--- src/rtl/core/wmcf_pkg.sv ---
`timescale 1ns / 1ps
// Shared types, constants and helper functions for the window maximum colorize filter.
// No dependencies; every other file of the block imports this package.
package wmcf_pkg;

  // Default geometry limits for the top-level parameters
  localparam int DEF_MAX_WIDTH  = 1024;
  localparam int DEF_MAX_HEIGHT = 4096;

  // Pixel and window layout
  localparam int CHAN_W   = 8;
  localparam int PIXEL_W  = 3 * CHAN_W;
  localparam int WIN_COLS = 3;

  // Result queue sizing (depth is a power of two)
  localparam int OUT_DEPTH = 8;
  localparam int QCNT_W    = $clog2(OUT_DEPTH + 1);
  localparam int QPTR_W    = $clog2(OUT_DEPTH);

  // Configuration port
  localparam int CFG_IDX_W    = 2;
  localparam int CFG_DATA_W   = 13;
  localparam int WIDTH_REG_W  = 11;
  localparam int HEIGHT_REG_W = 13;
  localparam int ALPHA_REG_W  = 9;

  localparam logic [CFG_IDX_W-1:0] CFG_IMAGE_WIDTH  = 2'd0;
  localparam logic [CFG_IDX_W-1:0] CFG_IMAGE_HEIGHT = 2'd1;
  localparam logic [CFG_IDX_W-1:0] CFG_ALPHA_Q8     = 2'd2;

  // Register reset values and limits
  localparam int RST_WIDTH  = 640;
  localparam int RST_HEIGHT = 480;
  localparam int GEOM_MIN   = 3;
  localparam int ALPHA_ONE  = 256;

  // Gain factors: 256 + alpha needs one bit more than alpha
  localparam int FACTOR_W = ALPHA_REG_W + 1;

  typedef struct packed {
    logic [CHAN_W-1:0] red;
    logic [CHAN_W-1:0] green;
    logic [CHAN_W-1:0] blue;
  } pixel_t;

  // One window column: upper row, middle row, newest row
  typedef struct packed {
    pixel_t upper;
    pixel_t middle;
    pixel_t lower;
  } column_t;

  function automatic logic [CHAN_W-1:0] chan_max3(logic [CHAN_W-1:0] a,
                                                  logic [CHAN_W-1:0] b,
                                                  logic [CHAN_W-1:0] c);
    logic [CHAN_W-1:0] m;
    m = (a > b) ? a : b;
    return (c > m) ? c : m;
  endfunction

  // Per-channel maximum of three pixels
  function automatic pixel_t pixel_max3(pixel_t a, pixel_t b, pixel_t c);
    pixel_t m;
    m.red   = chan_max3(a.red,   b.red,   c.red);
    m.green = chan_max3(a.green, b.green, c.green);
    m.blue  = chan_max3(a.blue,  b.blue,  c.blue);
    return m;
  endfunction

  // Clamp a geometry register to GEOM_MIN..lim and return the last index
  function automatic int geom_last(int v, int lim);
    int last;
    if (v < GEOM_MIN) begin
      last = GEOM_MIN - 1;
    end else if (v > lim) begin
      last = lim - 1;
    end else begin
      last = v - 1;
    end
    return last;
  endfunction

endpackage

--- src/rtl/core/wmcf_out_queue.sv ---
`timescale 1ns / 1ps
// Result queue that parts the pixel pipeline from the output handshake.
// Depends on wmcf_pkg for the queue depth and counter widths.
module wmcf_out_queue #(
  parameter int DATA_W = 47
) (
  input  logic                        clk,
  input  logic                        rst_n,
  input  logic                        push,
  input  logic [DATA_W-1:0]           push_data,
  output logic                        pop_valid,
  input  logic                        pop_ready,
  output logic [DATA_W-1:0]           pop_data,
  output logic [wmcf_pkg::QCNT_W-1:0] count
);
  import wmcf_pkg::*;

  logic [DATA_W-1:0] mem [OUT_DEPTH];
  logic [QPTR_W-1:0] wr_ptr_r;
  logic [QPTR_W-1:0] rd_ptr_r;
  logic [QCNT_W-1:0] count_r;
  logic              pop;

  assign pop = pop_valid && pop_ready;

  // Store each pushed result
  always_ff @(posedge clk) begin
    if (push) begin
      mem[wr_ptr_r] <= push_data;
    end
  end

  // Advance pointers and occupancy
  always_ff @(posedge clk) begin
    if (!rst_n) begin
      wr_ptr_r <= '0;
      rd_ptr_r <= '0;
      count_r  <= '0;
    end else begin
      if (push) begin
        wr_ptr_r <= wr_ptr_r + QPTR_W'(1);
      end
      if (pop) begin
        rd_ptr_r <= rd_ptr_r + QPTR_W'(1);
      end
      if (push && !pop) begin
        count_r <= count_r + QCNT_W'(1);
      end else if (pop && !push) begin
        count_r <= count_r - QCNT_W'(1);
      end
    end
  end

  assign pop_valid = (count_r != '0);
  assign pop_data  = mem[rd_ptr_r];
  assign count     = count_r;

endmodule

--- config.mk ---
export PLATFORM = sky130hd
export DESIGN_NAME = wmcf_out_queue
export DESIGN_NICKNAME = d
export VERILOG_FILES = /design/src/rtl/core/wmcf_pkg.sv /design/src/rtl/core/wmcf_out_queue.sv
export SDC_FILE = /design/constraint.sdc
export NUM_CORES = 1
export LEC_CHECK = 0
export ABC_AREA = 1
export BUFFER_PORTS_ARGS = -buffer_cell sky130_fd_sc_hd__buf_2
export CAP_MARGIN = 20
export CORE_UTILIZATION = 57
export CTS_BUF_LIST = sky130_fd_sc_hd__clkbuf_4
export CTS_CLUSTER_DIAMETER = 200
export DETAILED_ROUTE_END_ITERATION = 6
export PLACE_DENSITY = 0.76
export SYNTH_ARGS = -nofsm -noshare
export SYNTH_HDL_FRONTEND = slang
export SYNTH_SLANG_ARGS = --single-unit
--- constraint.sdc ---
create_clock -name clk -period 3.2 [get_ports clk]
set_input_delay 0.64 -clock clk [delete_from_list [all_inputs] [get_ports clk]]
set_output_delay 0.64 -clock clk [all_outputs]
set_load 0.02 [all_outputs]
==> flow_summary.ini <==
[outcome]
outcome = completed

[floorplan]
io_pins = 103
initial_utilization = 0.580
num_rows = 60
core_sq_mm = 0.0269
die_height_microns = 167
fp.dieW_microns = 167
die-area_sq_mm = 0.0280

[critical_path]
cp_top_family = buffers and inverters
crit_type = reg -> out
end_kind = primary output
cp_slowest_cell = inv_2
endpoint = pop_data[25]
worstPathRequired_ns = 2.56
path_buf_inv = 3
crit_path_start_kind = flip-flop
crit_arrival_ns = 2.29
r2r_cells = 11
r2r-start = count[0]$_SDFFE_PN0P_
crit_fanout = 45
ff2ff_setup_slack_ns = 1.10
worstReg2RegEnd = count[3]$_SDFFE_PN0P_
slowest_delay_ns = 0.37
cp_cell_sequence = inv_2 > buf_12 > nor2_1 > o21ai_1 > nand2_1 > nand2_1 > nand2_1 > buf_2
crit_path_frequent_cell = nand2_1
path_depth = 8

[power_and_ir_drop]
peakVddDrop_mv = 0.457
power_density_mw_per_mm2 = 726
leakagePower_nw = 6.71

[yosys]
ys_seq_area_frac = 0.741
netlist_area_sq_mm = 0.0156
synth_cell_type_count = 20
yosysWarnings = 0
syn_inst = 1338
synth_nets = 1395
ys_seq_elements = 389
synth_area_leader_cell = edfxtp_1
synth_top_area_frac = 0.725
yosys-top-cells-area = edfxtp_1, nor2_1, nand2_1
avgSynthCellArea_sq_um = 11.6

[routing]
drt-total-wl_microns = 32400
drc = 0
viasPerCell = 5.37
wl_per_cell_microns = 17.0
first_pass_iters = 5
dr_total_vias = 10200
drtIter0Drc = 715
ant_nets = 0

[timing]
hold_violations = 0
timing.final.crit_share = 0.915
slew_violations = 0
tns_ns = 0
maxSlewHeadroom = 0.476
grt_setup_unrepaired = false
tightestPinTransition_ns = 0.786
holdWs_ns = 0.205
max_clock_freq_mhz = 342
clock_skew_ns = 0.0269
setup_violations = 0
min_period_ns = 2.93
fin_ws_ns = 0.272

[global_routing]
grt_pass1_vias = 9992
grt_max_degree = 103
grtUsageTotal = 0.236
gr-total-overflow = 0
grt_pass1_wl_microns = 50700
antenna_found_initial = 4

[clock_tree]
cts_hold_buf = 0
ctsLongestPathBuffers = 3
cts-resized-gates = 0
clk_pin_slew_ns = 0.07
cts_sinks = 389
root_buffer = clkbuf_4
insertion_delay_ns = 0.69
cts_tree = yes
post_cts_buffers = 0
htree_levels = 3
cts_buffers = 95

[flow_run]
drv_cap = 0

[placement]
io_buffers = 102
routabilityCongestion = 0.765
dpl_cell_area_sq_mm = 0.0165
dpl_worst_slack_ns = 0.882
dp_hpwl_microns = 16500

[final_layout]
drive_gt1_frac = 0.188
post-route-cell-area_sq_mm = 0.0177
nNetsFinal = 1543
syn_to_final_growth_pct = 13.7
final_core_util = 0.659

[min_path]
hold_path.class = in -> reg
## flip-flops by register name (all words and copies together) (netlist names), named ones only
| signal | count |
|---|---|
| wr_ptr_r | 3 |
| mem | 376 |
| rd_ptr_r | 3 |
| count | 4 |
## per-stage QoR
step,power (W),std cells
floorplan,0.00815,1338
global placement,0.00896,1730
detailed placement,0.00903,1730
CTS,0.0130,1902
global route,0.0136,1904
finish,0.0129,1905
## power breakdown
group          internal [W]  switching (W)
clock               0.00212        0.00183
combinational      0.000970        0.00214
sequential          0.00574      0.0000691
total               0.00883        0.00403
## cell type report
cell class | count | area (sq um)
antenna | 3 | 7.51
clock buffer | 150 | 1130
clock inverter | 22 | 85.1
fill | 2016 | 9160
inverter | 14 | 57.6
multi-input combinational | 863 | 3630
sequential | 389 | 11600
tap | 341 | 427
timing repair buffer | 123 | 818
## worst min-delay path by stage
stage                     slack, ns                startpoint                    to  depth (start not counted)
after detailed placement       0.49  rd_ptr_r[2]$_SDFFE_PN0P_             flip-flop                          2
after CTS                      0.14             push_data[11]  mem[7][11]$_DFFE_PP_                          1
after global routing           0.15              push_data[8]   mem[3][8]$_DFFE_PP_                          1
final                          0.21             push_data[11]  mem[7][11]$_DFFE_PP_                          1
after floorplan                0.46  rd_ptr_r[1]$_SDFFE_PN0P_             flip-flop                          2
after global placement         0.48  rd_ptr_r[2]$_SDFFE_PN0P_             flip-flop                          2
## routing by layer
metal  track usage  wire length, microns
met1         0.298                 13300
met2         0.398                 16300
met3        0.0492                  2170
met4        0.0981                   612
met5             0                    24
## cells by family after synthesis
family                   count (synthesis)  share of synthesized area
adder cells (fa/ha/maj)                  6                    0.00530
XOR/XNOR                                 2                    0.00112
AO/OA/AOI/OAI                          201                     0.0646
buffers and inverters                   86                     0.0292
flip-flops                             389                      0.741
AND/OR/NAND/NOR                        654                      0.158
## synth_stat cells (all sizes together)
master / number
buf: 47
a21oi: 8
o21ai: 193
or2: 2
ha: 5
xor2: 2
edfxtp: 376
dfxtp: 13
nand2: 254
inv: 14
fa: 1
nand3: 6
nor2: 392
clkbuf: 25
## cell usage in the layout (no fill, tap or decap)
master      n
clkinv_2    2
or2_2       2
xor2_1      2
ha_1        5
a21oi_1     8
inv_2       5
inv_6       1
nand3_1     6
inv_1      11
clkinv_1   17
fa_1        1
nor2_1    384
edfxtp_1  376
buf_4       9
o21ai_1   125
nand2_1   254
diode_2     3
nor2_4      8
dfxtp_2     1
o21ai_0    68
dfxtp_1    10
dfxtp_4     2
buf_12     12
buf_2     102
clkbuf_4  150
(Power assumes the default switching activity.)
