### src/rtl/core/wmcf_pkg.sv
`timescale 1ns / 1ps
// Shared types, constants and helper functions for the window maximum colorize filter.
// No dependencies; every other file of the block imports this package.
package wmcf_pkg;

  // Default geometry limits for the top-level parameters
  localparam int DEF_MAX_WIDTH  = 1024;
  localparam int DEF_MAX_HEIGHT = 4096;

  // Pixel and window layout
  localparam int CHAN_W   = 8;
  localparam int PIXEL_W  = 3 * CHAN_W;
  localparam int WIN_COLS = 3;

  // Result queue sizing (depth is a power of two)
  localparam int OUT_DEPTH = 8;
  localparam int QCNT_W    = $clog2(OUT_DEPTH + 1);
  localparam int QPTR_W    = $clog2(OUT_DEPTH);

  // Configuration port
  localparam int CFG_IDX_W    = 2;
  localparam int CFG_DATA_W   = 13;
  localparam int WIDTH_REG_W  = 11;
  localparam int HEIGHT_REG_W = 13;
  localparam int ALPHA_REG_W  = 9;

  localparam logic [CFG_IDX_W-1:0] CFG_IMAGE_WIDTH  = 2'd0;
  localparam logic [CFG_IDX_W-1:0] CFG_IMAGE_HEIGHT = 2'd1;
  localparam logic [CFG_IDX_W-1:0] CFG_ALPHA_Q8     = 2'd2;

  // Register reset values and limits
  localparam int RST_WIDTH  = 640;
  localparam int RST_HEIGHT = 480;
  localparam int GEOM_MIN   = 3;
  localparam int ALPHA_ONE  = 256;

  // Gain factors: 256 + alpha needs one bit more than alpha
  localparam int FACTOR_W = ALPHA_REG_W + 1;

  typedef struct packed {
    logic [CHAN_W-1:0] red;
    logic [CHAN_W-1:0] green;
    logic [CHAN_W-1:0] blue;
  } pixel_t;

  // One window column: upper row, middle row, newest row
  typedef struct packed {
    pixel_t upper;
    pixel_t middle;
    pixel_t lower;
  } column_t;

  function automatic logic [CHAN_W-1:0] chan_max3(logic [CHAN_W-1:0] a,
                                                  logic [CHAN_W-1:0] b,
                                                  logic [CHAN_W-1:0] c);
    logic [CHAN_W-1:0] m;
    m = (a > b) ? a : b;
    return (c > m) ? c : m;
  endfunction

  // Per-channel maximum of three pixels
  function automatic pixel_t pixel_max3(pixel_t a, pixel_t b, pixel_t c);
    pixel_t m;
    m.red   = chan_max3(a.red,   b.red,   c.red);
    m.green = chan_max3(a.green, b.green, c.green);
    m.blue  = chan_max3(a.blue,  b.blue,  c.blue);
    return m;
  endfunction

  // Clamp a geometry register to GEOM_MIN..lim and return the last index
  function automatic int geom_last(int v, int lim);
    int last;
    if (v < GEOM_MIN) begin
      last = GEOM_MIN - 1;
    end else if (v > lim) begin
      last = lim - 1;
    end else begin
      last = v - 1;
    end
    return last;
  endfunction

endpackage

### src/rtl/core/wmcf_colorize.sv
`timescale 1ns / 1ps
// Dominant-channel pick over the window maxima and gain scaling of the centre pixel.
// Depends on wmcf_pkg for pixel_t, pixel_max3 and the gain constants.
module wmcf_colorize #(
  parameter int ROW_W = 12,
  parameter int COL_W = 10
) (
  input  logic                                clk,
  input  logic                                rst_n,
  input  logic                                in_valid,
  input  wmcf_pkg::pixel_t                    max_left,
  input  wmcf_pkg::pixel_t                    max_mid,
  input  wmcf_pkg::pixel_t                    max_right,
  input  wmcf_pkg::pixel_t                    centre,
  input  logic [ROW_W-1:0]                    in_row,
  input  logic [COL_W-1:0]                    in_col,
  input  logic                                in_last,
  input  logic [wmcf_pkg::ALPHA_REG_W-1:0]    alpha,
  output logic                                res_valid,
  output wmcf_pkg::pixel_t                    res_pixel,
  output logic [ROW_W-1:0]                    res_row,
  output logic [COL_W-1:0]                    res_col,
  output logic                                res_last
);
  import wmcf_pkg::*;

  typedef enum logic [1:0] {
    DOM_RED,
    DOM_GREEN,
    DOM_BLUE
  } dom_t;

  pixel_t            win_max;
  dom_t              dom_nxt;
  logic              s3_v_r;
  dom_t              s3_dom_r;
  pixel_t            s3_px_r;
  logic [ROW_W-1:0]  s3_row_r;
  logic [COL_W-1:0]  s3_col_r;
  logic              s3_last_r;
  logic [FACTOR_W-1:0] up_f;
  logic [FACTOR_W-1:0] dn_f;
  logic [FACTOR_W-1:0] f_red;
  logic [FACTOR_W-1:0] f_green;
  logic [FACTOR_W-1:0] f_blue;

  // Pick the dominant channel: red wins ties, then green
  always_comb begin
    win_max = pixel_max3(max_left, max_mid, max_right);
    if (win_max.red >= win_max.green && win_max.red >= win_max.blue) begin
      dom_nxt = DOM_RED;
    end else if (win_max.green >= win_max.blue) begin
      dom_nxt = DOM_GREEN;
    end else begin
      dom_nxt = DOM_BLUE;
    end
  end

  // Hold the centre pixel and its choice for the scaling stage
  always_ff @(posedge clk) begin
    if (!rst_n) begin
      s3_v_r <= 1'b0;
    end else begin
      s3_v_r <= in_valid;
    end
  end

  always_ff @(posedge clk) begin
    if (in_valid) begin
      s3_dom_r  <= dom_nxt;
      s3_px_r   <= centre;
      s3_row_r  <= in_row;
      s3_col_r  <= in_col;
      s3_last_r <= in_last;
    end
  end

  function automatic logic [CHAN_W-1:0] scale_sat(logic [CHAN_W-1:0] v,
                                                  logic [FACTOR_W-1:0] f);
    logic [CHAN_W+FACTOR_W-1:0] prod;
    logic [FACTOR_W-1:0]        shr;
    prod = {{FACTOR_W{1'b0}}, v} * {{CHAN_W{1'b0}}, f};
    shr  = prod[CHAN_W+FACTOR_W-1:CHAN_W];
    return (|shr[FACTOR_W-1:CHAN_W]) ? {CHAN_W{1'b1}} : shr[CHAN_W-1:0];
  endfunction

  // Gain factors 256 + alpha and 256 - alpha
  always_comb begin
    up_f = FACTOR_W'(ALPHA_ONE) + FACTOR_W'(alpha);
    dn_f = FACTOR_W'(ALPHA_ONE) - FACTOR_W'(alpha);
    f_red   = dn_f;
    f_green = dn_f;
    f_blue  = dn_f;
    case (s3_dom_r)
      DOM_RED:   f_red   = up_f;
      DOM_GREEN: f_green = up_f;
      DOM_BLUE:  f_blue  = up_f;
      default:   f_red   = up_f;
    endcase
  end

  // Scale and saturate each channel
  assign res_valid       = s3_v_r;
  assign res_pixel.red   = scale_sat(s3_px_r.red,   f_red);
  assign res_pixel.green = scale_sat(s3_px_r.green, f_green);
  assign res_pixel.blue  = scale_sat(s3_px_r.blue,  f_blue);
  assign res_row         = s3_row_r;
  assign res_col         = s3_col_r;
  assign res_last        = s3_last_r;

endmodule

### config.mk
export PLATFORM = sky130hd
export DESIGN_NAME = wmcf_colorize
export DESIGN_NICKNAME = d
export VERILOG_FILES = /design/src/rtl/core/wmcf_pkg.sv /design/src/rtl/core/wmcf_colorize.sv
export SDC_FILE = /design/constraint.sdc
export NUM_CORES = 1
export LEC_CHECK = 0
export BUFFER_PORTS_ARGS = -buffer_cell sky130_fd_sc_hd__buf_2
export CORE_MARGIN = 1
export CORE_UTILIZATION = 35
export CTS_CLUSTER_SIZE = 28
export DETAILED_ROUTE_END_ITERATION = 10
export GPL_ROUTABILITY_DRIVEN = 0
export HOLD_SLACK_MARGIN = 0.05
export PLACE_DENSITY_LB_ADDON = 0.15
export SLEW_MARGIN = 30
export SYNTH_ARGS = -nofsm -noshare
export SYNTH_HDL_FRONTEND = slang
export SYNTH_SLANG_ARGS = --single-unit
### constraint.sdc
create_clock -name clk -period 11.95 [get_ports clk]
set_input_delay 3.585 -clock clk [delete_from_list [all_inputs] [get_ports clk]]
set_output_delay 3.585 -clock clk [all_outputs]
set_load 0.02 [all_outputs]
==> results.yml <==
placed_design:
  preCtsSetupSlack_ns: -0.439
  hpwl_um: 23600
  placed_area_um2: 14000
  placed_cells: 1941
  port_buffers: 178
worst_setup_path:
  cp_slowest_cell: "fa_1"
  crit_chain: "buf_12 > clkinv_8 > ha_4 > nor3b_4 > nor3b_4 > nor3b_4 > buf_6 > nor2_4 > xnor2_4 > and2_4 > fa_1 > fa_1 > fa_1 > inv_1 > fa_1 > inv_2 > ha_4 > or3_4 > o211ai_4 > a31oi_2 > mux2i_1 > buf_4 > or2_2 > buf_2"
  critPathMaxStageDelay_ns: 0.55
  critPathCaptureType: "output pin"
  cp_common_cell: "fa_1"
  crit_fanout: 8
  arrival_ns: 8.68
  critPathKind: "input port to output pin"
  critPathLaunchType: "input port"
  critPathRequiredTime_ns: 8.37
logic_synthesis:
  syn_area_per_cell_um2: 9.26
  synth_area_leaders: "fa_1 (25%), ha_1 (19%), edfxtp_1 (13%)"
  yosys.area_share.simple: 0.209
  synth_top_cell_by_area: "fa_1"
  synth_top_area_frac: 0.247
  synth_top_family_by_area: "adder cells"
  syn_nets: 1679
  synth_most_common_cell: "inv_1"
  synth-xor-area-share: 0.0291
  synth_cell_types: 64
  synthAdderAreaFrac: 0.436
  synthMuxAreaShare: 0.0221
  yosysSeqAreaShare: 0.131
  ys_async_sr_fraction: 0
  ys.flop_type: "edfxtp_1"
  synth-compound-area-share: 0.102
  synth_cells: 1234
  netlist_area_um2: 11400
  ys_ff_latch: 50
  yosysWarningCount: 0
  synth_edf_count: 49
  synthTopCellsByCount: "inv_1 (197), ha_1 (173), fa_1 (141)"
clocking:
  ctsLongestPathBuffers: 2
  path_clk_slew_ns: 0.09
  cts-hold-fix-buffers: 0
  root_buffer: "clkbuf_16"
  clock_sinks: 50
  cts_tree: "done"
  cts_max_level: 2
  cts_made_buffers: 5
layout:
  final_nets: 1974
  drive_gt1_frac: 0.277
  finalInstanceArea_um2: 14600
  syn2layout_area_growth_pct: 28.1
  instances_no_fill: 1968
route:
  drt_iter0_drc: 309
  drt-pass1-iter-count: 4
  antenna_left: 0
  vias: 9215
  post_drt_wl_per_cell_um: 14.0
  drc: 0
  vias_per_cell: 4.68
  routed_wl_um: 27600
global_route:
  grt.total_usage: 0.175
  antenna_found_initial: 3
  grt.met3_usage: 0.0299
  grt_pass1_vias: 9699
  grt_max_degree: 37
  grt-ovfl-total: 0
  grt_most_used_layer: "met2"
  grt_pass1_wl_um: 46800
  gr-usage-met2: 0.319
  met1_usage: 0.216
sta:
  tightest_slew_ns: 0.916
  grt_setup_unrepaired: "yes"
  fmax_mhz: 81.5
  finalWorstSetupSlack_ns: -0.314
  drv_slew: 0
  hold_violations: 0
  period_minus_slack_ns: 12.26
  finalCritPeriodShare: 1.03
  slew_headroom: 0.390
  fin_setup_tns_ns: -5.77
  setup_violations: 24
outcome:
  status: "complete, but fails checks"
  failed_checks: "negative setup slack"
floorplan:
  rows: 65
  die-width_um: 183
  die_height_um: 183
  die-area_um2: 33400
  ioPinCount: 179
  core_um2: 31800
  initial_core_util: 0.359
hold_path:
  whs_path_depth: 1
  hp-class: "input port to flip-flop"
flow_run:
  drv_cap: 0
[per-stage QoR]
stage / utilization / hold slack, ns
finish: 0.460 / 3.42
CTS: 0.453 / 3.39
global route: 0.460 / 3.39
floorplan: - / 3.68
detailed placement: 0.439 / 3.76
global placement: 0.439 / 3.76
[per-layer routing]
metal  routed length, um  up-vias
li1                    -     4652
met1               12500     4424
met2               13800      128
met3                1030       11
met4                 217        0
met5                   0        -
[kinds of logic (layout without fill, tap and decap cells)]
family | after synthesis | after routing
xor gates and xnor gates | 38 | 38
and+or+nand+nor | 429 | 429
buffers and inverters | 213 | 509
adders and majority gates | 314 | 314
muxes | 24 | 24
other | 0 | 3
DFF | 50 | 50
AOI/OAI and AO/OA | 166 | 166
[critical path: cells and delay by family]
family	cells	cell delay, ns
AO/OA/AOI/OAI	2	0.33
AND/OR/NAND/NOR	7	1.51
adder cells (fa/ha/maj)	6	2.23
XOR/XNOR	1	0.17
multiplexers	1	0.14
buffers and inverters	7	0.72
[sequential cells by signal, summed over array words and instances, names as in the netlist]
signal and flops:
res_last 1, s3_dom_r 2, res_valid 1, res_col 10
s3_px_r 24, res_row 12
[repair_timing]
item / 4_1_cts / 5_1_grt
endpoints found under the setup margin: 24 / 24
resized for setup: 64 / 35
buffers inserted: 9 / 7
pin swaps: 35 / 37
[cell type report]
cell class,instances,area [um2]
Tap cell,435,544
Clock inverter,3,26.3
Multi-Input combinational cell,971,9640
Timing Repair Buffer,304,2030
Sequential cell,50,1490
Fill cell,3117,17200
Clock buffer,5,125
Antenna cell,3,7.51
Inverter,197,764
[path summary, 6_finish.rpt]
kind / from / endpoint / slack [ns]
worst max-delay path: alpha[0] / res_pixel[8] / -0.31
worst min-delay path: centre[17] / s3_px_r[17] / 3.42
[cell usage in the layout, fill, tap and decap left out, drive strengths merged, types with 5 or more instances in the layout]
master,n
buf,304
inv,198
ha,173
fa,141
nor2b,118
and2,84
nor2,76
a21oi,56
edfxtp,49
nand2b,43
nand2,40
o21ai,26
xnor2,26
mux2i,17
a21o,17
nor3,16
o21a,13
nand4,12
xor2,12
nand3,12
o21bai,8
or2,8
mux2,7
o211ai,6
clkbuf,5
nor3b,5
a211oi,5
o31ai,5
or3,5
Power is not shown: default switching activity piles up to over one toggle a cycle in this logic, so the estimate is an artifact.
