[config.mk]
export PLATFORM = sky130hd
export DESIGN_NAME = wmcf_cell
export DESIGN_NICKNAME = d
export VERILOG_FILES = /design/src/rtl/core/wmcf_pkg.sv /design/src/rtl/core/wmcf_cell.sv
export SDC_FILE = /design/constraint.sdc
export NUM_CORES = 1
export LEC_CHECK = 0
export ABC_AREA = 1
export BUFFER_PORTS_ARGS = -buffer_cell sky130_fd_sc_hd__buf_2
export CORE_MARGIN = 1.5
export CORE_UTILIZATION = 29
export CTS_CLUSTER_DIAMETER = 120
export DETAILED_ROUTE_END_ITERATION = 6
export PLACE_DENSITY = 0.61
export SLEW_MARGIN = 0
export SYNTH_ARGS = -nofsm -noshare
export SYNTH_HDL_FRONTEND = slang
export SYNTH_SLANG_ARGS = --single-unit
[constraint.sdc]
create_clock -name clk -period 4.04 [get_ports clk]
set_clock_uncertainty 0.2 [all_clocks]
set_input_delay 0.404 -clock clk [delete_from_list [all_inputs] [get_ports clk]]
set_output_delay 0.404 -clock clk [all_outputs]
set_load 0.03 [all_outputs]
[src/rtl/core/wmcf_pkg.sv]
`timescale 1ns / 1ps
// Shared types, constants and helper functions for the window maximum colorize filter.
// No dependencies; every other file of the block imports this package.
package wmcf_pkg;

  // Default geometry limits for the top-level parameters
  localparam int DEF_MAX_WIDTH  = 1024;
  localparam int DEF_MAX_HEIGHT = 4096;

  // Pixel and window layout
  localparam int CHAN_W   = 8;
  localparam int PIXEL_W  = 3 * CHAN_W;
  localparam int WIN_COLS = 3;

  // Result queue sizing (depth is a power of two)
  localparam int OUT_DEPTH = 8;
  localparam int QCNT_W    = $clog2(OUT_DEPTH + 1);
  localparam int QPTR_W    = $clog2(OUT_DEPTH);

  // Configuration port
  localparam int CFG_IDX_W    = 2;
  localparam int CFG_DATA_W   = 13;
  localparam int WIDTH_REG_W  = 11;
  localparam int HEIGHT_REG_W = 13;
  localparam int ALPHA_REG_W  = 9;

  localparam logic [CFG_IDX_W-1:0] CFG_IMAGE_WIDTH  = 2'd0;
  localparam logic [CFG_IDX_W-1:0] CFG_IMAGE_HEIGHT = 2'd1;
  localparam logic [CFG_IDX_W-1:0] CFG_ALPHA_Q8     = 2'd2;

  // Register reset values and limits
  localparam int RST_WIDTH  = 640;
  localparam int RST_HEIGHT = 480;
  localparam int GEOM_MIN   = 3;
  localparam int ALPHA_ONE  = 256;

  // Gain factors: 256 + alpha needs one bit more than alpha
  localparam int FACTOR_W = ALPHA_REG_W + 1;

  typedef struct packed {
    logic [CHAN_W-1:0] red;
    logic [CHAN_W-1:0] green;
    logic [CHAN_W-1:0] blue;
  } pixel_t;

  // One window column: upper row, middle row, newest row
  typedef struct packed {
    pixel_t upper;
    pixel_t middle;
    pixel_t lower;
  } column_t;

  function automatic logic [CHAN_W-1:0] chan_max3(logic [CHAN_W-1:0] a,
                                                  logic [CHAN_W-1:0] b,
                                                  logic [CHAN_W-1:0] c);
    logic [CHAN_W-1:0] m;
    m = (a > b) ? a : b;
    return (c > m) ? c : m;
  endfunction

  // Per-channel maximum of three pixels
  function automatic pixel_t pixel_max3(pixel_t a, pixel_t b, pixel_t c);
    pixel_t m;
    m.red   = chan_max3(a.red,   b.red,   c.red);
    m.green = chan_max3(a.green, b.green, c.green);
    m.blue  = chan_max3(a.blue,  b.blue,  c.blue);
    return m;
  endfunction

  // Clamp a geometry register to GEOM_MIN..lim and return the last index
  function automatic int geom_last(int v, int lim);
    int last;
    if (v < GEOM_MIN) begin
      last = GEOM_MIN - 1;
    end else if (v > lim) begin
      last = lim - 1;
    end else begin
      last = v - 1;
    end
    return last;
  endfunction

endpackage

[src/rtl/core/wmcf_cell.sv]
`timescale 1ns / 1ps
// One column of the 3x3 window: holds three pixels and their per-channel maximum.
// Depends on wmcf_pkg for pixel_t, column_t and pixel_max3.
module wmcf_cell (
  input  logic              clk,
  input  logic              rst_n,
  input  logic              shift_en,
  input  wmcf_pkg::column_t col_in,
  output wmcf_pkg::column_t col_out,
  output wmcf_pkg::pixel_t  max_out
);
  import wmcf_pkg::*;

  column_t col_r;
  pixel_t  max_r;

  // Take the neighbor's column and its maximum on each accepted pixel
  always_ff @(posedge clk) begin
    if (!rst_n) begin
      col_r <= '0;
      max_r <= '0;
    end else if (shift_en) begin
      col_r <= col_in;
      max_r <= pixel_max3(col_in.upper, col_in.middle, col_in.lower);
    end
  end

  assign col_out = col_r;
  assign max_out = max_r;

endmodule

==> results of run 1 <==
-- stage by stage --
step | power (W) | instances | area, um^2 | util
global placement | 0.001909 | 1123 | 6487 | 0.3563
detailed placement | 0.001917 | 1123 | 6487 | 0.3563
floorplan | 0.001669 | 750 | 5440 | -
CTS | 0.002828 | 1139 | 6788 | 0.3728
finish | 0.002788 | 1139 | 6788 | 0.3728
global route | 0.002964 | 1139 | 6788 | 0.3728
-- power groups by stage --
stage          sequential, W  combinational, W  clock [W]
5_1_grt              0.00107          0.000931   0.000965
2_1_floorplan        0.00123          0.000435          0
4_1_cts              0.00106          0.000839   0.000929
3_5_place_dp         0.00108          0.000837          0
6_report             0.00106          0.000832   0.000897
3_3_place_gp         0.00108          0.000829          0
-- per-layer routing --
metal  wire length, um  vias to the layer above
li1                  -                     2761
met1              8061                     2354
met2              7273                      131
met3              1111                       18
met4               214                        0
met5                 0                        -
-- flip-flops by register name (all words and copies together) (netlist names) --
signal,count
col_out,72
max_out,24
-- logic make-up after synthesis --
logic type / Yosys count / share of synthesized area
AOI/OAI and AO/OA: 165 / 0.1628
adders and majority gates: 48 / 0.1104
buffers and inverters: 123 / 0.08740
DFF: 96 / 0.3533
and+or+nand+nor: 318 / 0.2861
-- worst max-delay path, delay by kind of cell --
| kind | cells | cell delay [ns] |
|---|---|---|
| and+or+nand+nor | 16 | 1.57 |
| AOI/OAI and AO/OA | 1 | 0.05 |
| adders and majority gates | 2 | 0.63 |
| buffers and inverters | 3 | 0.23 |
-- layout by cell type, fill, tap and decap left out --
cell type / count
sky130_fd_sc_hd__a21o_1: 3
sky130_fd_sc_hd__a21oi_1: 75
sky130_fd_sc_hd__a21oi_2: 12
sky130_fd_sc_hd__and2_1: 21
sky130_fd_sc_hd__buf_2: 169
sky130_fd_sc_hd__buf_4: 6
sky130_fd_sc_hd__bufinv_16: 1
sky130_fd_sc_hd__clkbuf_1: 2
sky130_fd_sc_hd__clkbuf_16: 9
sky130_fd_sc_hd__clkbuf_8: 2
sky130_fd_sc_hd__clkinv_1: 3
sky130_fd_sc_hd__clkinv_2: 2
sky130_fd_sc_hd__dfxtp_1: 96
sky130_fd_sc_hd__ha_1: 48
sky130_fd_sc_hd__inv_1: 89
sky130_fd_sc_hd__nand2_1: 144
sky130_fd_sc_hd__nand2_2: 7
sky130_fd_sc_hd__nand2_4: 8
sky130_fd_sc_hd__nand3_1: 72
sky130_fd_sc_hd__nand4_4: 6
sky130_fd_sc_hd__nor2_1: 51
sky130_fd_sc_hd__nor2_2: 6
sky130_fd_sc_hd__nor2_4: 3
sky130_fd_sc_hd__o21a_1: 3
sky130_fd_sc_hd__o21ai_0: 72
-- layout make-up --
cell class	instances	share of cell area
Clock buffer	13	0.03834
Inverter	92	0.05088
Tap cell	229	0.04221
Timing Repair Buffer	175	0.1312
Multi-Input combinational cell	531	0.4483
Sequential cell	96	0.2831
Clock inverter	3	0.005899
-- path summary, 6_finish.rpt --
| check | startpoint | to | slack, ns | cells past startpoint |
|---|---|---|---|---|
| worst min register to register | max_out[22] | max_out[22] | 0.26 | 2 |
| worst max-delay path | col_in[25] | max_out[0] | 1.17 | 22 |
| worst max register to register | col_out[5] | col_out[5] | 3.16 | 2 |
| worst min-delay path | col_in[59] | col_out[59] | 0.13 | 3 |
==> out/qor.csv, run 1 <==
stage,metric,value,unit
yosys,Netlist Area Pre-Place,0.005440,mm^2
pwr,Pint,0.001808,W
yosys,yosys warns,0,
yosys,leading cell type by number of instances after synthesis,sky130_fd_sc_hd__nand2_1,
global_route,residual overflow from global routing,0,
global_route,global routing met3 resource utilization,0.04821,
yosys,synthesized netlist cell count,750,
global_route,pin count of the biggest net entering global routing,78,
floorplanning,number of standard-cell rows in the floorplan,49,
cts,clock sink total,96,
sta,Sum Neg Setup Slack,0,ns
flow_run,number of violations of the max-capacitance limit,0,
detailed_routing,Post-Route WL,16660,um
critical_path,category of the worst setup path capture point,register,
cells_and_area,footprint of the multi-input gates,0.003043,mm^2
cts,Worst-path clk slew,0.07,ns
yosys,leading cell types by count after synthesis,"sky130_fd_sc_hd__nand2_1, sky130_fd_sc_hd__dfxtp_1, sky130_fd_sc_hd__inv_1, sky130_fd_sc_hd__a21oi_1",
cts,maximum number of buffers from clock root to sink,2,
sta,Finish-stage setup viols,0,
cts,cts bufs inserted,9,
global_route,aggregate global-route resource usage,0.1731,
pwr,net switching power figure,0.0009809,W
detailed_routing,routed wire length per instance,14.63,um
critical_path,CP arrival,2.87,ns
floorplanning,area of the die,0.01959,mm^2
yosys,number of enable flip-flop cells after synthesis,0,
sta,worst hold margin,0.1315,ns
critical_path,stage delay of the slowest cell on the critical path,0.34,ns
yosys,post-synth top area share,0.3533,
global_route,peak-usage layer in the global routing report,met2,
yosys,fraction of synthesis flops using an asynchronous set or reset pin,0,
sta,fraction of the cycle the final worst path needs,0.7100,
cells_and_area,register cell area after layout,0.001922,mm^2
cts,Post CTS Setup Buffer Count,0,
critical_path,worst-path fanout max,9,
floorplanning,ports placed on the boundary,171,
pwr,switching part of the total power,0.3518,
cts,TritonCTS clock tree,built,
critical_path,most repeated library cell on the critical path,sky130_fd_sc_hd__nand2_1,
critical_path,worst path cell trace,buf_2 > inv_1 > ha_1 > nand2_1 > nand2_1 > nand2_1 > nand2_1 > nand2_1 > nand2_4 > nand2_4 > nand2_1 > and2_1 > ha_1 > nand2_1 > nor2_2 > nand2_1 > nand2_2 > nand3_1 > nand2_1 > clkinv_1 > nand2_1 > a21oi_1,
floorplanning,width of the die,140.0,um
cells_and_area,fill cell instance count of the final layout,1939,
worst_hold_path,class of the worst hold path,in2reg,
pwr,maximum ir drop on the vdd rail,0.1978,mV
detailed_routing,drt pass-1 iters,5,
sta,clock period minus worst slack,2.869,ns
sta,measured slew at the worst slew-check pin,1.012,ns
yosys,leading area contributor after synthesis,sky130_fd_sc_hd__dfxtp_1,
critical_path,critical path class,in2reg,
cells_and_area,share of layout cells above drive strength 1,0.2538,
run_status,outcome,finished clean,
detailed_routing,drt first-iter violations,222,
sta,Fmax achieved,0.3486,GHz
pwr,relative contribution of sequential cells to total power,0.380,
global_route,first-pass GRT wire length,26610,um
global_route,fraction of met2 tracks used by global routing,0.2713,
cts,CTS Root Cell,sky130_fd_sc_hd__clkbuf_16,
cts,clock latency on the worst-skew pair,0.34,ns
floorplanning,initial core utilization,0.2988,
cells_and_area,Antenna diodes,0,
place,number of buffer cells added on primary ports,170,
detailed_routing,DR vias,5264,
floorplanning,area of the core,0.01821,mm^2
critical_path,Startpoint Class,input pin,
cts,maximum level of the CTS H-tree,3,
sta,final worst slack,1.171,ns
yosys,number of distinct library cell variants in the gate-level netlist after synthesis,22,
place,final weighted congestion in routability-driven placement,0.8417,
pwr,Leakage,3.579,nW
detailed_routing,DRC viols,0,
sta,Max-Slew Margin vs Limit,0.3209,
yosys,share of synthesized area occupied by flip-flops and latches,0.3533,
place,DP Worst Slack,0.8187,ns
place,sum of net half-perimeters after detailed placement,12510,um
sta,final hold violations,0,
pwr,logic gate share of total power,0.298,
yosys,Post-Synthesis Mean Instance Area,7.254,um^2
critical_path,"Req. time, crit path",4.04,ns
yosys,prevailing post-synth register cell,sky130_fd_sc_hd__dfxtp_1,
cells_and_area,number of nets at the end of the flow,1028,
cells_and_area,Layout Area Growth over Synthesis,24.77,%
cts,Resized cells post-CTS,0,
pwr,clock group share of total power,0.322,
yosys,syn nets,873,
global_route,vias in the first global route,4992,
yosys,most area-consuming cells after synthesis,"sky130_fd_sc_hd__dfxtp_1, sky130_fd_sc_hd__ha_1, sky130_fd_sc_hd__nand2_1, sky130_fd_sc_hd__a21oi_1, sky130_fd_sc_hd__nand3_1",
detailed_routing,average via count per standard cell,4.622,
yosys,number of storage elements in the synthesis netlist,96,
critical_path,cell type of the slowest stage on the worst timing path,sky130_fd_sc_hd__ha_1,
sta,setup repair after global routing missed its margin,false,
floorplanning,vertical die dimension,140.0,um
pwr,power per unit of standard cell area,410.8,mW/mm^2
detailed_routing,ANT nets after route,0,
global_route,antenna violations before repair,0,
cts,number of buffers inserted by hold repair at cts,0,
global_route,met1 track demand over resource in global routing,0.2328,
sta,Max Slew Vio Count,0,
Power figures use the tool's default switching activity.
==> run 2, diff against run 1 <==
--- a/config.mk
+++ b/config.mk
@@ -5,13 +5,13 @@
 export SDC_FILE = /design/constraint.sdc
 export NUM_CORES = 1
 export LEC_CHECK = 0
-export ABC_AREA = 1
+export ABC_AREA = 0
 export BUFFER_PORTS_ARGS = -buffer_cell sky130_fd_sc_hd__buf_2
 export CORE_MARGIN = 1.5
 export CORE_UTILIZATION = 29
 export CTS_CLUSTER_DIAMETER = 120
 export DETAILED_ROUTE_END_ITERATION = 6
-export PLACE_DENSITY = 0.61
+export PLACE_DENSITY = 0.62
 export SLEW_MARGIN = 0
 export SYNTH_ARGS = -nofsm -noshare
 export SYNTH_HDL_FRONTEND = slang
==> constraint.sdc (replaced) <==
create_clock -name clk -period 2.8 [get_ports clk]
set_clock_uncertainty 0.2 [all_clocks]
set_input_delay 0.28 -clock clk [delete_from_list [all_inputs] [get_ports clk]]
set_output_delay 0.28 -clock clk [all_outputs]
set_load 0.03 [all_outputs]
==> run 2 against run 1 <==
The flow now finishes with violations (setup timing); total power rose by 47%; routed wire length fell by 14%; critical path depth fell by 7; worst setup slack got worse by 1.2 ns; largest cell class unchanged; synthesized cell count fell by 32%.
==> out/qor.csv, run 2 <==
stage,metric,value,unit
run_status,outcome,"finished, violations left",
run_status,violated checks,setup timing,
global_route,antenna violations before repair,0,
cts,CTS Root Cell,sky130_fd_sc_hd__clkbuf_16,
cells_and_area,Layout Area Growth over Synthesis,51.57,%
sta,Sum Neg Setup Slack,-0.7633,ns
yosys,prevailing post-synth register cell,sky130_fd_sc_hd__dfxtp_1,
cells_and_area,non-filler instance count after layout,987,
critical_path,Startpoint Class,input pin,
cts,maximum number of buffers from clock root to sink,2,
critical_path,cell type of the slowest stage on the worst timing path,sky130_fd_sc_hd__mux2i_2,
yosys,share of synthesized area occupied by flip-flops and latches,0.3634,
global_route,vias in the first global route,4575,
detailed_routing,DR vias,4608,
critical_path,cell family with the largest share of critical-path delay,compound AO/OA/AOI/OAI gates,
cts,clock sink total,96,
sta,Finish-stage setup viols,14,
cells_and_area,most used cells in the layout excluding fill and tap cells,"sky130_fd_sc_hd__buf_2, sky130_fd_sc_hd__dfxtp_1, sky130_fd_sc_hd__buf_4",
critical_path,stage delay of the slowest cell on the critical path,0.29,ns
yosys,number of enable flip-flop cells after synthesis,0,
global_route,residual overflow from global routing,0,
critical_path,worst-path fanout max,7,
yosys,syn nets,632,
pwr,maximum ir drop on the vdd rail,0.2800,mV
cts,cts bufs inserted,9,
place,count of placed standard cells including taps,957,
detailed_routing,average via count per standard cell,4.669,
pwr,relative contribution of sequential cells to total power,0.372,
detailed_routing,drt pass-1 iters,4,
cells_and_area,share of layout cells above drive strength 1,0.5026,
yosys,Netlist Area Pre-Place,0.005289,mm^2
global_route,pin count of the biggest net entering global routing,75,
sta,clock period minus worst slack,2.868,ns
detailed_routing,routed wire length per instance,14.51,um
flow_run,number of violations of the max-capacitance limit,0,
sta,final worst slack,-0.06799,ns
yosys,leading area contributor after synthesis,sky130_fd_sc_hd__dfxtp_1,
yosys,number of storage elements in the synthesis netlist,96,
global_route,first-pass GRT wire length,23270,um
worst_hold_path,class of the worst hold path,in2reg,
sta,Fmax achieved,0.3487,GHz
yosys,synthesized netlist cell count,509,
cts,number of buffers inserted by hold repair at cts,0,
global_route,aggregate global-route resource usage,0.1491,
sta,measured slew at the worst slew-check pin,0.7359,ns
detailed_routing,ANT nets after route,0,
yosys,post-synth top area share,0.3634,
cells_and_area,number of nets at the end of the flow,877,
place,final weighted congestion in routability-driven placement,0.7834,
sta,setup repair after global routing missed its margin,true,
floorplanning,vertical die dimension,138.0,um
floorplanning,ports placed on the boundary,171,
floorplanning,area of the core,0.01790,mm^2
place,number of buffer cells added on primary ports,170,
sta,Max Slew Vio Count,0,
critical_path,critical path class,in2reg,
detailed_routing,drt first-iter violations,98,
critical_path,worst path cell trace,buf_8 > inv_6 > ha_4 > nor2b_4 > o211ai_2 > a21oi_2 > o22ai_4 > mux2i_2 > ha_1 > a21o_1 > a211oi_2 > o221ai_2 > o21ai_4 > nand3_4 > o221ai_2,
pwr,Pint,0.002756,W
sta,Max-Slew Margin vs Limit,0.5094,
pwr,Leakage,3.718,nW
pwr,power per unit of standard cell area,511.0,mW/mm^2
pwr,clock group share of total power,0.284,
critical_path,category of the worst setup path capture point,register,
floorplanning,width of the die,138.0,um
pwr,net switching power figure,0.001340,W
sta,final hold violations,0,
yosys,number of distinct library cell variants in the gate-level netlist after synthesis,28,
floorplanning,number of standard-cell rows in the floorplan,49,
sta,fraction of the cycle the final worst path needs,1.024,
cts,clock latency on the worst-skew pair,0.33,ns
cells_and_area,final instance area,0.008016,mm^2
place,cell area after placement,0.007116,mm^2
place,sum of net half-perimeters after detailed placement,10740,um
floorplanning,area of the die,0.01906,mm^2
cells_and_area,Largest register FFs,72,
detailed_routing,Post-Route WL,14330,um
cells_and_area,Antenna diodes,0,
cts,maximum level of the CTS H-tree,3,
yosys,leading cell type by number of instances after synthesis,sky130_fd_sc_hd__dfxtp_1,
yosys,leading cell types by count after synthesis,"sky130_fd_sc_hd__dfxtp_1, sky130_fd_sc_hd__mux2i_1, sky130_fd_sc_hd__nor2b_1, sky130_fd_sc_hd__ha_1, sky130_fd_sc_hd__inv_1",
pwr,logic gate share of total power,0.344,
critical_path,most repeated library cell on the critical path,sky130_fd_sc_hd__o221ai_2,
critical_path,combined buffer and inverter count along the critical path,2,
critical_path,"Req. time, crit path",2.86,ns
yosys,yosys warns,0,
cells_and_area,"most common cell after layout, fill and taps aside",sky130_fd_sc_hd__buf_2,
detailed_routing,DRC viols,0,
yosys,fraction of synthesis flops using an asynchronous set or reset pin,0,
critical_path,CP arrival,2.93,ns
yosys,most area-consuming cells after synthesis,"sky130_fd_sc_hd__dfxtp_1, sky130_fd_sc_hd__mux2i_1, sky130_fd_sc_hd__ha_1, sky130_fd_sc_hd__nor2b_1, sky130_fd_sc_hd__o221ai_1",
cts,Worst-path clk slew,0.06,ns
yosys,Post-Synthesis Mean Instance Area,10.39,um^2
cts,TritonCTS clock tree,built,
floorplanning,initial core utilization,0.2954,
pwr,switching part of the total power,0.3272,
## run 2: changes by cell type in the layout (fill, tap and decap cells not counted), sizes merged, moves of 6 or more
cell    before  now
a21oi       87   20
and2        21    0
o21ai       72    9
nand2      159    6
mux2i        0   93
inv         89   27
nand4        6   12
o221ai       0   23
nand3       72   27
nor2b        0   76
nand3b       0   24
buf        175  262
nor2        60    0
## run 2: final timing paths
| kind | startpoint | endpoint | slack, ns | depth (start not counted) |
|---|---|---|---|---|
| max reg2reg | max_out[16] | max_out[16] | 1.82 | 3 |
| min | col_in[33] | col_out[33] | 0.03 | 3 |
| min reg2reg | max_out[5] | max_out[5] | 0.30 | 2 |
| max | col_in[41] | max_out[21] | -0.07 | 15 |
## run 2: layout make-up
cell class | instances | area, um^2
Clock buffer | 12 | 256.5
Clock inverter | 3 | 17.52
Fill cell | 1749 | 9886
Inverter | 27 | 116.4
Multi-Input combinational cell | 358 | 3771
Sequential cell | 96 | 1922
Tap cell | 229 | 286.5
Timing Repair Buffer | 262 | 1647
## run 2: metrics by stage
step	worst slack (ns)	hold WS (ns)	total power [W]	utilization
after floorplan	-0.1059	0.2495	0.002312	-
after global placement	-0.4600	0.2756	0.002757	0.3975
after detailed placement	-0.4771	0.2734	0.002762	0.3975
after CTS	-0.05019	0.02158	0.004071	0.4328
after global routing	-0.2309	0.05804	0.004314	0.4478
final	-0.06799	0.02701	0.004096	0.4478
## run 2: cell families after synthesis
| family | after synthesis | synth area share |
|---|---|---|
| AO/OA/AOI/OAI | 67 | 0.1128 |
| buffers and inverters | 55 | 0.04140 |
| adder cells (fa/ha/maj) | 48 | 0.1136 |
| flip-flops | 96 | 0.3634 |
| AND/OR/NAND/NOR | 147 | 0.1843 |
| multiplexers | 96 | 0.1845 |
## run 2: metal layers
metal	vias to the layer above	part of all wire	routed length (um)	GRT usage
li1	2348	-	-	-
met1	2150	0.45	6495	0.1841
met2	96	0.48	6943	0.2548
met3	14	0.049	700	0.04122
met4	0	0.013	187	0.04100
met5	-	0	0	0
## run 2: power groups by stage
stage	clock (W)	combinational [W]	sequential (W)
after floorplan	0	0.000548	0.00176
after global placement	0	0.00120	0.00155
after detailed placement	0	0.00121	0.00155
after CTS	0.00121	0.00133	0.00153
after global routing	0.00125	0.00152	0.00154
final	0.00116	0.00141	0.00152
## run 2: repair_timing
action	CTS	global route
pin swaps	29	27
resized for setup	53	36
endpoints found under the setup margin	22	24
setup buffers	11	5
## run 2: worst min-delay path: stages
cell and delay, ns:
sky130_fd_sc_hd__buf_12 0.09, sky130_fd_sc_hd__mux2i_1 0.06, sky130_fd_sc_hd__nor2b_1 0.10
==> run 3, diff against run 2 <==
==> constraint.sdc (replaced) <==
create_clock -name clk -period 2.8 [get_ports clk]
set_clock_uncertainty 0.2 [all_clocks]
set_input_delay 0 -clock clk [delete_from_list [all_inputs] [get_ports clk]]
set_output_delay 0 -clock clk [all_outputs]
set_load 0.03 [all_outputs]
==> run 3 against run 2 <==
The flow now finishes without violations; via count grew 9.2%; cell count grew 8.8%; fmax grew 6.9%; worst hold slack gained 0.26 ns; register-to-register slack lost 0.93 ns; non-clock buffer count grew 86; largest cell class unchanged.
==> out/qor.csv, run 3 (synthesized netlist as in run 2, its figures left out) <==
stage,metric,value,unit
cells_and_area,Layout Area Growth over Synthesis,57.39,%
sta,clock period minus worst slack,2.683,ns
place,cell area after placement,0.006905,mm^2
detailed_routing,routed wire length per instance,14.61,um
cells_and_area,"most common cell after layout, fill and taps aside",sky130_fd_sc_hd__buf_2,
detailed_routing,Post-Route WL,15690,um
cts,maximum number of buffers from clock root to sink,2,
floorplanning,number of standard-cell rows in the floorplan,49,
cells_and_area,fill cell instance count of the final layout,1700,
place,number of buffer cells added on primary ports,170,
run_status,outcome,finished clean,
cells_and_area,most used cells in the layout excluding fill and tap cells,"sky130_fd_sc_hd__buf_2, sky130_fd_sc_hd__dlygate4sd3_1, sky130_fd_sc_hd__dfxtp_1",
cells_and_area,Largest register FFs,72,
pwr,maximum ir drop on the vdd rail,0.2851,mV
floorplanning,width of the die,138.0,um
detailed_routing,drt first-iter violations,147,
cells_and_area,register cell area after layout,0.001922,mm^2
global_route,pin count of the biggest net entering global routing,48,
cells_and_area,number of nets at the end of the flow,963,
critical_path,Startpoint Class,input pin,
pwr,Pint,0.002886,W
critical_path,cell depth of the worst setup path,15,
sta,Max Slew Vio Count,0,
critical_path,most repeated library cell on the critical path,sky130_fd_sc_hd__ha_1,
pwr,clock group share of total power,0.326,
critical_path,combined buffer and inverter count along the critical path,2,
cts,clock sink total,96,
floorplanning,area of the core,0.01790,mm^2
sta,Max-Slew Margin vs Limit,0.6756,
sta,Finish-stage setup viols,0,
critical_path,CP arrival,2.75,ns
place,sum of net half-perimeters after detailed placement,10710,um
worst_hold_path,cell depth of the worst min-delay path,2,
critical_path,cell type of the slowest stage on the worst timing path,sky130_fd_sc_hd__ha_1,
floorplanning,vertical die dimension,138.0,um
cts,cts bufs inserted,9,
pwr,logic gate share of total power,0.312,
pwr,power per unit of standard cell area,505.9,mW/mm^2
cells_and_area,final instance area,0.008324,mm^2
sta,Fmax achieved,0.3727,GHz
floorplanning,area of the die,0.01906,mm^2
global_route,antenna violations before repair,0,
flow_run,number of violations of the max-capacitance limit,0,
cells_and_area,share of layout cells above drive strength 1,0.3598,
global_route,first-pass GRT wire length,25880,um
floorplanning,ports placed on the boundary,171,
critical_path,category of the worst setup path capture point,register,
critical_path,critical path class,in2reg,
sta,fraction of the cycle the final worst path needs,0.9583,
critical_path,cell family with the largest share of critical-path delay,compound AO/OA/AOI/OAI gates,
floorplanning,initial core utilization,0.2954,
detailed_routing,ANT nets after route,0,
global_route,residual overflow from global routing,0,
critical_path,stage delay of the slowest cell on the critical path,0.30,ns
detailed_routing,DRC viols,0,
critical_path,worst-path fanout max,7,
pwr,switching part of the total power,0.3148,
cells_and_area,footprint of the multi-input gates,0.003218,mm^2
worst_hold_path,class of the worst hold path,reg2reg,
cts,CTS Root Cell,sky130_fd_sc_hd__clkbuf_16,
pwr,Leakage,4.065,nW
place,final weighted congestion in routability-driven placement,0.7605,
pwr,overall power of the completed layout,0.004212,W
detailed_routing,average via count per standard cell,4.683,
pwr,net switching power figure,0.001326,W
cts,TritonCTS clock tree,built,
pwr,relative contribution of sequential cells to total power,0.362,
sta,final hold violations,0,
sta,measured slew at the worst slew-check pin,0.4865,ns
cells_and_area,Antenna diodes,0,
critical_path,worst path cell trace,buf_2 > inv_1 > ha_1 > nor2b_4 > o211ai_2 > a21oi_2 > o22ai_4 > mux2i_2 > ha_1 > and4b_1 > a211oi_2 > o221ai_2 > o21ai_4 > nand3_4 > o221ai_1,
critical_path,number of cells on the worst reg-to-reg path,4,
cts,Worst-path clk slew,0.07,ns
global_route,aggregate global-route resource usage,0.1646,
cts,clock latency on the worst-skew pair,0.35,ns
global_route,vias in the first global route,5166,
detailed_routing,DR vias,5030,
cts,maximum level of the CTS H-tree,3,
detailed_routing,drt pass-1 iters,4,
critical_path,"Req. time, crit path",2.87,ns
==> run 3: tightest hold or removal path, delay by kind of cell (launching register included) <==
kind | cells | cell delay (ns)
and+or+nand+nor | 1 | 0.07
AOI/OAI and AO/OA | 1 | 0.06
DFF | 1 | 0.32
==> run 3: per-layer routing <==
layer / track usage / up-vias / wire length [um]
li1: - / 2515 / -
met1: 0.2087 / 2347 / 7109
met2: 0.2684 / 136 / 7243
met3: 0.03672 / 32 / 831
met4: 0.07202 / 0 / 501
met5: 0 / - / 0
==> run 3: through the flow <==
stage          TNS (ns)  hold WS (ns)  cells    util  setup WS, ns
6_report              0        0.2911   1074  0.4650        0.1168
5_1_grt         -0.2282        0.3203   1074  0.4650      -0.04672
4_1_cts               0        0.2944   1071  0.4602        0.1501
3_5_place_dp     -3.286        0.1112    954  0.3857       -0.2168
3_3_place_gp     -2.587        0.1012    954  0.3857       -0.1588
2_1_floorplan         0      -0.03051    509       -     0.0003124
==> run 3: power by group through the flow <==
stage | clock network, W | logic [W] | registers [W]
after global placement | 0 | 0.00114 | 0.00155
after CTS | 0.00142 | 0.00128 | 0.00153
after global routing | 0.00146 | 0.00142 | 0.00154
after floorplan | 0 | 0.000503 | 0.00176
final | 0.00137 | 0.00131 | 0.00153
after detailed placement | 0 | 0.00115 | 0.00156
==> run 3: repair_timing <==
action	CTS	global route
hold buffers	101	0
gates resized for setup	0	13
hold endpoints to repair	96	0
buffers inserted	0	3
setup endpoints to repair	0	14
==> run 3: path summary, 6_finish.rpt <==
path          startpoint          end  slack, ns
max           col_in[41]  max_out[20]       0.12
max reg2reg  col_out[18]  col_out[18]       0.89
min reg2reg   max_out[9]   max_out[9]       0.29
min           max_out[9]   max_out[9]       0.29
==> run 3: cell type report <==
class / count / area share
Multi-Input combinational cell: 358 / 0.3866
Timing Repair Buffer: 348 / 0.2972
Sequential cell: 96 / 0.2309
Tap cell: 229 / 0.03442
Clock buffer: 11 / 0.02916
Inverter: 27 / 0.01217
Clock inverter: 5 / 0.009620
